--- config.mk ---
export PLATFORM = sky130hd
export DESIGN_NAME = spmc_div
export DESIGN_NICKNAME = d
export VERILOG_FILES = /design/src/rtl/spmc_pkg.sv /design/src/rtl/spmc_div.sv
export SDC_FILE = /design/constraint.sdc
export NUM_CORES = 1
export LEC_CHECK = 0
export BUFFER_PORTS_ARGS = -buffer_cell sky130_fd_sc_hd__buf_2
export CAP_MARGIN = 10
export CELL_PAD_IN_SITES_DETAIL_PLACEMENT = 0
export CELL_PAD_IN_SITES_GLOBAL_PLACEMENT = 1
export CORE_MARGIN = 2
export CORE_UTILIZATION = 44
export DETAILED_ROUTE_END_ITERATION = 8
export PLACE_DENSITY_LB_ADDON = 0.2
export SKIP_LAST_GASP = 1
export SYNTH_ARGS = -nofsm -noshare
export SYNTH_HDL_FRONTEND = slang
export SYNTH_SLANG_ARGS = --single-unit
--- constraint.sdc ---
create_clock -name clock -period 5 [get_ports clock]
set_clock_uncertainty 0.1 [all_clocks]
set_input_delay 0.75 -clock clock [delete_from_list [all_inputs] [get_ports clock]]
set_output_delay 0.75 -clock clock [all_outputs]
set_load 0.02 [all_outputs]
--- src/rtl/spmc_pkg.sv ---
// Package for the superpixel mean color block: request/response structs,
// item kinds, size constants and controller states. No dependencies.
package spmc_pkg;

   localparam int MAX_LABELS_DEF      = 1024;
   localparam int MAX_PIXELS_LOG2_DEF = 20;
   localparam int LABEL_W             = 10;
   localparam int CHAN_W              = 8;
   localparam int CSR_W               = 11;

   typedef enum logic [1:0] {
      KIND_ACCUM = 2'd0,
      KIND_PAINT = 2'd1,
      KIND_CLEAR = 2'd2,
      KIND_NONE  = 2'd3
   } kind_type;

   typedef struct packed {
      logic [1:0]         kind;
      logic [LABEL_W-1:0] label;
      logic [CHAN_W-1:0]  in_ch0;
      logic [CHAN_W-1:0]  in_ch1;
      logic [CHAN_W-1:0]  in_ch2;
   } req_type;

   typedef struct packed {
      logic [CHAN_W-1:0] mean_ch0;
      logic [CHAN_W-1:0] mean_ch1;
      logic [CHAN_W-1:0] mean_ch2;
      logic              empty_label;
      logic              label_error;
   } rsp_type;

   typedef enum logic [2:0] {
      ST_CLEAR,
      ST_IDLE,
      ST_READ,
      ST_DIV,
      ST_OUT
   } state_type;

endpackage

--- src/rtl/spmc_div.sv ---
// Restoring divider that divides three channel sums by one shared count,
// one quotient bit per cycle. Uses spmc_pkg for channel width.
module spmc_div
   import spmc_pkg::*;
#(
   parameter int SUM_W = 28,
   parameter int CNT_W = 20
) (
   input  logic             clock,
   input  logic             reset,
   input  logic             start,
   input  logic [SUM_W-1:0] sum0,
   input  logic [SUM_W-1:0] sum1,
   input  logic [SUM_W-1:0] sum2,
   input  logic [CNT_W-1:0] count,
   output logic             done,
   output logic [CHAN_W-1:0] q0,
   output logic [CHAN_W-1:0] q1,
   output logic [CHAN_W-1:0] q2
);
   localparam int STEP_W = $clog2(SUM_W + 1);

   logic [SUM_W-1:0] n0_ff, n1_ff, n2_ff, n0_in, n1_in, n2_in;
   logic [SUM_W-1:0] qq0_ff, qq1_ff, qq2_ff, qq0_in, qq1_in, qq2_in;
   logic [SUM_W:0]   r0_ff, r1_ff, r2_ff, r0_in, r1_in, r2_in;
   logic [SUM_W:0]   r0_s, r1_s, r2_s, dv;
   logic [CNT_W-1:0] d_ff;
   logic [STEP_W-1:0] step_ff, step_in;
   logic             busy_ff, busy_in, done_ff, done_in;

   assign dv = {{(SUM_W+1-CNT_W){1'b0}}, d_ff};

   always_comb begin
      busy_in = busy_ff;
      done_in = 1'b0;
      step_in = step_ff;
      n0_in = n0_ff; n1_in = n1_ff; n2_in = n2_ff;
      qq0_in = qq0_ff; qq1_in = qq1_ff; qq2_in = qq2_ff;
      r0_in = r0_ff; r1_in = r1_ff; r2_in = r2_ff;
      r0_s = {r0_ff[SUM_W-1:0], n0_ff[SUM_W-1]};
      r1_s = {r1_ff[SUM_W-1:0], n1_ff[SUM_W-1]};
      r2_s = {r2_ff[SUM_W-1:0], n2_ff[SUM_W-1]};
      if (start) begin
         busy_in = 1'b1;
         step_in = STEP_W'(SUM_W);
         n0_in = sum0; n1_in = sum1; n2_in = sum2;
         r0_in = '0; r1_in = '0; r2_in = '0;
      end else if (busy_ff) begin
         n0_in = n0_ff << 1; n1_in = n1_ff << 1; n2_in = n2_ff << 1;
         r0_in = (r0_s >= dv) ? r0_s - dv : r0_s;
         r1_in = (r1_s >= dv) ? r1_s - dv : r1_s;
         r2_in = (r2_s >= dv) ? r2_s - dv : r2_s;
         qq0_in = {qq0_ff[SUM_W-2:0], r0_s >= dv};
         qq1_in = {qq1_ff[SUM_W-2:0], r1_s >= dv};
         qq2_in = {qq2_ff[SUM_W-2:0], r2_s >= dv};
         step_in = step_ff - 1'b1;
         if (step_ff == STEP_W'(1)) begin
            busy_in = 1'b0;
            done_in = 1'b1;
         end
      end
   end

   always_ff @(posedge clock) begin
      if (reset) begin
         busy_ff <= 1'b0;
         done_ff <= 1'b0;
      end else begin
         busy_ff <= busy_in;
         done_ff <= done_in;
      end
      step_ff <= step_in;
      if (start) d_ff <= count;
      n0_ff <= n0_in; n1_ff <= n1_in; n2_ff <= n2_in;
      r0_ff <= r0_in; r1_ff <= r1_in; r2_ff <= r2_in;
      qq0_ff <= qq0_in; qq1_ff <= qq1_in; qq2_ff <= qq2_in;
   end

   assign done = done_ff;
   assign q0 = qq0_ff[CHAN_W-1:0];
   assign q1 = qq1_ff[CHAN_W-1:0];
   assign q2 = qq2_ff[CHAN_W-1:0];
endmodule

==> After elaboration in Yosys (flattened, before gate mapping) <==
Cells that the tools add are included.
Widths: inputs -> output; s select.
{ "word_totals": {"regBits": 219, "in_bits": 107, "output_inout_bits": 25, "wordCells": 39} }
{ "classes": {"add_sub_neg": 4, "n_lt_le_gt_ge": 3, "n_eq_ne": 1, "mux": 13, "bitwise_logic": 2, "n_reduce_logical": 3} }
{ "op_table": {"columns": ["operator", "count"], "rows": [
  ["$mux 28", 9],
  ["$ge 29x20->1", 3],
  ["$sub 28x20->28", 3],
  ["$eq 5x1->1 const B", 1],
  ["$sub 5x1->5 const B", 1],
  ["$mux 1", 4],
  ["$reduce_or 3->1", 1],
  ["$not 1->1", 2],
  ["$reduce_and 2->1", 1],
  ["$reduce_bool 2->1", 1]
]} }

==> Depth between registers and ports, before layout <==
Gate-level depths: netlist (run 1).
{ "logic_depth": {"depth_word": 4, "depth_mapped": 14, "depth_no_buf": 11} }

==> Worst setup path before layout (run 1) <==
No wires, ideal clock.
{ "synth_path": {"path_type": "reg-to-reg", "startpoint": "register d_ff[1]", "endpoint": "register r2_ff[17]", "setup_ps": 129, "arrival_time_ps": 2888, "required_time_ps": 4771, "path_slack_ps": 1883, "path_stages_with_launch": 14, "n_path_buf": 2, "period_less_slack_ps": 3117, "cell_sequence": "edfxtp_1 > inv_1 > ha_1 > nor2b_1 > o21a_1 > o2111a_1 > nor4_1 > a2111o_1 > and2_1 > buf_2 > inv_2 > buf_2 > nand2_1 > o211ai_1"} }
{ "synth_between": {"elab_chain_cells": 2, "word_cells_on_any_way": 3, "cone_classes": "add/sub: 1; order compare: 1; mux: 1"} }
{ "synth_rtl": {"columns": ["item", "line", "source"], "rows": [
  ["start, declared", "spmc_div.sv:27", "logic [CNT_W-1:0] d_ff;"],
  ["start signal, assigned", "spmc_div.sv:73", "if (start) d_ff <= count;"],
  ["$sub 28x20->28 or $ge 29x20->1 (tied branches)", "spmc_div.sv:52", "r2_in = (r2_s >= dv) ? r2_s - dv : r2_s;"],
  ["$mux 28 *", "spmc_div.sv:52", null],
  ["end signal, assigned", "spmc_div.sv:75", "r0_ff <= r0_in; r1_ff <= r1_in; r2_ff <= r2_in;"],
  ["end, declared", "spmc_div.sv:25", "logic [SUM_W:0] r0_ff, r1_ff, r2_ff, r0_in, r1_in, r2_in;"]
]} }
Mark *: on every way between the ends. The rest lies on a longest branch, timed or not.
A chain may end at the register's enable or synchronous reset.

==> Worst setup path after layout (run 1) <==
{ "layout_path": {"startpoint": "register d_ff[1]", "endpoint": "register r2_ff[1]"} }
The elaborated chain is that of the path after synthesis.

==> metrics.txt, run 1 <==
status complete, no violations; #FFs+latches synth 219; root buffer cell clkbuf_16; initial antenna violation count 5; violation count after the first detailed-routing iteration ~530; Tcrit/Tclk final 73.2%; drc violations 0; Core Area approximately 28,000 sq um; register area share after synthesis 46.3%; per-cell routed wire length ~18 um; Mapped Area between 10,000 and 15,000 sq um; Period minus WS final about 3.7 ns; pin count of the biggest net entering global routing around 130; end of the worst hold path busy_ff; ys flop type edfxtp_1; Die X between 150 and 200 um; remaining antenna violation count 0; CTS clk-pin slew, worst paths about 0.06 ns; Syn Nets 1,360; reg2reg end r2_ff[1]; DR vias between 9,000 and 10,000; Placement Setup Slack about 1.4 ns; Worst EP arrival ~4 ns; Area Overhead vs Synth 14.7%; worst slew pin tran approximately 1.0 ns; syn_area_per_cell 10.3 sq um; Total Neg Setup Slack 0 ns; grt met3 use 5.41%; top cell type's share of synthesized area approximately a third; RSZ-0062 raised after global routing no; Slew headroom between 30% and 40%; Post-Syn Instances ~1,200; Initial Util 44.4%; vias in the first global route approximately 9,000; EDFF count, synth around 130; clock buffer count from CTS 26; total global routing track utilization between 20% and 30%; Critical Path RT about 5.3 ns; Final Net Count 1,476; Pleak 5.71 nW; # rows 61; crit path capture type flop; HP Class in -> reg; clock sinks about 220; Reg2Reg Depth 12; DR vias/cell 5.51; CTS Buffer Depth 3; worst vdd ir 0.000253 V; hpwl dp 21,400 um; R2R Setup Slk between 1 and 1.5 ns; yosys warns 0; met1 Track Usage GR roughly 30%; H-tree Lvls 1; cts repair resizes 0; reg2reg start d_ff[1]; routed wire length between 30,000 and 40,000 um; met2 Use GR 33.2%; Finish-stage setup viols 0; die height between 150 and 200 um; crit path kind reg -> reg; hold_sp reset; Slew Limit Fails 0; max_cap viols 0; Max FO, Critical Path 17; Worst Setup Slack, final between 1 and 1.5 ns; TritonCTS clock tree yes; fin util between 50% and 60%; GRT overflow 0; Post-CTS Setup Bufs 0; IO Pins 132; fraction of layout cells with a size suffix above 1 between 20% and 30%; FFs w/ async S/R, synth 0%; Hold Violations, Final 0; GRT Max-Usage Layer met2; startpoint types flop; CTS hold repair buffers 0; later-pin clock latency in the skew report about 0.53 ns; RePlAce Congestion around 0.86; cell depth of the worst hold path 2; Synth top cells by count edfxtp_1, nor2_1, nand2_1; Fmax ~270 MHz; most common cell in the synthesized netlist edfxtp_1; Die Area about 30,000 sq um; Tot Pwr between 5 and 6 mW; Power per Cell Area 400 nW/um^2; number of I/O port buffers between 100 and 150; Yosys cell types between 70 and 80; global-route wire length before repair 48,900 um; drt pass-1 iters 5; Synth area leaders edfxtp_1, dfxtp_1, mux2_2, ha_1, nor2_1; area leader, netlist edfxtp_1
==> cell type report <==
class	count	area, sq um
repair buffers	141	749
multi-input cells	860	6130
inverters	56	214
clock buffers	33	698
fillers	2592	13500
flip-flops and latches	219	5670
well taps	378	473
clock inverters	14	92.6
diodes	1	2.50
==> state kept, by name, indices dropped and copies added (netlist names), 20 cells and up <==
signal and flops:
d_ff 20, n0_ff 28, n1_ff 28, n2_ff 28, r0_ff 28, r1_ff 28, r2_ff 28
==> metal layers <==
layer | vias to the layer above | routed length [um] | share of wire [%]
li1 | 4661 | - | -
met2 | 254 | 13400 | 44
met3 | 49 | 2390 | 7.8
met5 | - | 23 | 0.075
met1 | 4416 | 14200 | 46
met4 | 4 | 660 | 2.2
==> cell families after synthesis <==
group | share of synthesized area [%]
mux | 9.59
compound gates | 16.0
fa+ha+maj | 6.84
simple gates | 13.6
buf+inv | 3.54
flops | 46.3
xor+xnor | 4.08
==> placed cells by master (no fill, tap or decap), drive strengths merged, types with 46 or more instances in the layout <==
master    n
mux2     81
nor2    110
a21oi    55
edfxtp  128
buf     141
nand2    97
dfxtp    91
inv      54
ha       62
o21ai    46
==> how the worst max path moves through the flow <==
stage	cells after the start	from	to	slack, ns
CTS	12	d_ff[1]	r2_ff[1]	1.38
detailed placement	12	d_ff[1]	r2_ff[1]	1.39
global route	12	d_ff[1]	r2_ff[1]	1.09
floorplan	13	d_ff[1]	r2_ff[17]	1.88
global placement	12	d_ff[1]	r2_ff[1]	1.47
finish	12	d_ff[1]	r2_ff[1]	1.34
==> metrics by stage <==
step | hold slack, ns | instances | instance area (sq um)
floorplan | 0.318 | 1188 | 12200
global placement | 0.330 | 1654 | 13200
detailed placement | 0.329 | 1654 | 13200
CTS | 0.266 | 1701 | 14000
global route | 0.271 | 1702 | 14000
finish | 0.288 | 1702 | 14000
==> power breakdown <==
group          total (mW)  internal (mW)  switching (mW)  leakage, nW
Combinational        1.59          0.675           0.910         3.32
Sequential           2.26           2.13           0.135         2.01
Clock                1.77           1.03           0.742        0.383
Total                5.62           3.83            1.79         5.71
==> critical path: stages (launching register included) <==
cell      delay, ns
edfxtp_1       0.48
inv_1          0.17
ha_1           0.26
nor2b_1        0.15
o21a_1         0.20
o2111a_1       0.27
nor4_1         0.60
a2111o_1       0.36
and2_1         0.15
buf_4          0.23
inv_2          0.22
mux2i_1        0.17
a22o_1         0.20
Note: power is estimated with default switching activity, not from simulation.
==> run 2: changes to the inputs <==
clock period = 3.4 ns   (was 5 ns; I/O delays follow)
==> metrics.txt, run 2 (synthesis results as in run 1) <==
Period minus WS final 3.22 ns (-0.436 ns); die height 171 um (unchanged); HP Class in -> reg; Critical Path RT 3.75 ns (-1.58 ns); reg2reg end r2_ff[22]; RSZ-0062 raised after global routing no; total global routing track utilization 21.4% (+0.28 points); H-tree Lvls 1 (unchanged); Worst EP arrival 3.57 ns (-0.42 ns); CTS hold repair buffers 0 (unchanged); Reg2Reg Depth 12 (unchanged); DR vias/cell 5.46 (-0.96%); P_int 5.74 mW (+50%); Tot Pwr 8.41 mW (+50%); Final Net Count 1,501 (+1.7%); Filler Cell Count 2,549 (-1.7%); # rows 61 (unchanged); Power per Cell Area 588 nW/um^2 (+47%); CP endpoint r2_ff[22]; Slew Limit Fails 0 (unchanged); CTS clk-pin slew, worst paths 0.06 ns (about the same); worst slew pin tran 0.577 ns (-0.428 ns); IO Pins 132 (unchanged); crit path kind reg -> reg; Core Area 27,600 sq um (unchanged); hpwl dp 21,800 um (+2.1%); later-pin clock latency in the skew report 0.55 ns (+0.02 ns); Crit. Startpoint d_ff[2]; Finish-stage setup viols 0 (unchanged); initial antenna violation count 9 (+4); DR vias 9,441 (+0.61%); reg2reg start d_ff[2]; GRT overflow 0 (unchanged); Max FO, Critical Path 6 (-11); Slew headroom 60.5% (+29 points); crit path capture type flop; status complete, no violations; switching fraction of total power 31.8% (about the same); most frequent cells in the layout buf_2, edfxtp_1, nor2_1, nand2_1, dfxtp_1; Initial Util 44.4% (unchanged); Flop pwr share 39.5% (-0.7 points); worst vdd ir 0.000430 V (+70%); Total Neg Setup Slack 0 ns (unchanged); Pleak 5.86 nW (+2.5%); commonest non-fill, non-tap cell in the layout buf_2; Comb power frac 28.6% (+0.4 points); violation count after the first detailed-routing iteration 520 (-2.6%); remaining antenna violation count 0 (unchanged); Die Area 29,100 sq um (unchanged); CTS Buffer Depth 3 (unchanged); drc violations 0 (unchanged); RePlAce Congestion 0.878 (+2.6%); number of I/O port buffers 131 (unchanged); pin count of the biggest net entering global routing 100 (-20%); fraction of layout cells with a size suffix above 1 22.4% (+1.7 points); drt pass-1 iters 5 (unchanged); startpoint types flop; vias in the first global route 9,321 (+3.5%); Die X 171 um (unchanged); Area Overhead vs Synth 16.9%; root buffer cell clkbuf_16; clock sinks 219 (unchanged); clock share of power 31.9% (+0.3 points); Fmax 310 MHz (+14%); max_cap viols 0 (unchanged); Tcrit/Tclk final 94.8% (+22 points); global-route wire length before repair 49,500 um (+1.3%); clock buffer count from CTS 26 (unchanged); per-cell routed wire length 17.8 um (-1.1%); Hold Violations, Final 0 (unchanged); TritonCTS clock tree yes; routed wire length 30,800 um (+0.49%); net switching power 2.67 mW (+50%); R2R Setup Slk 0.18 ns (-1.16 ns)
-- run 2: cell count changes in the layout (fill, tap and decap cells not counted), moves of 2 or more --
cell      delta
buf_12       +3
clkinv_4     +2
buf_4       +22
clkinv_1     -2
-- run 2: worst max-delay path, stage by stage (launching register included) --
cell and delay [ns]:
edfxtp_1 0.38, inv_1 0.20, ha_1 0.32, and3_1 0.21
o21a_1 0.14, o2111a_1 0.27, nor4_1 0.40, a2111o_1 0.23
buf_4 0.14, a211oi_1 0.07, buf_4 0.17, a31o_2 0.24
a311oi_1 0.28
-- run 2: layout make-up --
type | instances | area, sq um | share of cell area, %
Antenna cell | 2 | 5.00 | 0.0350
Tap cell | 378 | 473 | 3.31
Inverter | 56 | 214 | 1.50
Clock inverter | 15 | 144 | 1.01
Multi-Input combinational cell | 860 | 6140 | 42.9
Timing Repair Buffer | 166 | 975 | 6.82
Clock buffer | 33 | 677 | 4.74
Sequential cell | 219 | 5670 | 39.7
-- run 2: repair_timing --
action | 4_1_cts | 5_1_grt
buffers inserted | 2 | 0
endpoints found under the setup margin | 1 | 1
pin swaps | 1 | 1
resized for setup | 0 | 1
-- run 2: per-stage QoR --
stage | area, sq um | hold slack [ns] | std cells | util, % | worst slack [ns]
5_1_grt | 14300 | 0.0209 | 1729 | 51.9 | 0.0101
3_5_place_dp | 13400 | 0.328 | 1677 | 48.8 | 0.0146
3_3_place_gp | 13400 | 0.327 | 1677 | 48.8 | 0.0845
2_1_floorplan | 12200 | 0.318 | 1188 | - | 0.283
4_1_cts | 14300 | 0.00197 | 1727 | 51.8 | 0.104
6_report | 14300 | 0.0264 | 1729 | 51.9 | 0.177
-- run 2: worst min path at each step --
stage                     depth (start not counted)        end  startpoint  slack, ns
final                                             2    busy_ff       reset       0.03
after global routing                              2    busy_ff       reset       0.02
after CTS                                         2    busy_ff       reset      0.002
after detailed placement                          0  qq2_ff[6]   qq2_ff[5]       0.33
after global placement                            0  qq2_ff[2]   qq2_ff[1]       0.33
after floorplan                                   2  r2_ff[27]   r2_ff[27]       0.32
-- run 2: layer usage --
layer  vias up  part of all wire, %  track usage, %
li1       4743                    -               -
met5         -                 0.20               0
met3        49                  6.6            5.25
met1      4403                   47            29.0
met2       236                   44            34.6
met4        10                  2.2            4.83
-- run 2: power by group through the flow --
| stage | Sequential (mW) | Combinational [mW] | Clock (mW) |
|---|---|---|---|
| after detailed placement | 3.37 | 2.40 | 0 |
| after CTS | 3.32 | 2.41 | 2.77 |
| after floorplan | 3.32 | 1.81 | 0 |
| after global placement | 3.37 | 2.38 | 0 |
| final | 3.32 | 2.41 | 2.68 |
| after global routing | 3.36 | 2.68 | 2.85 |
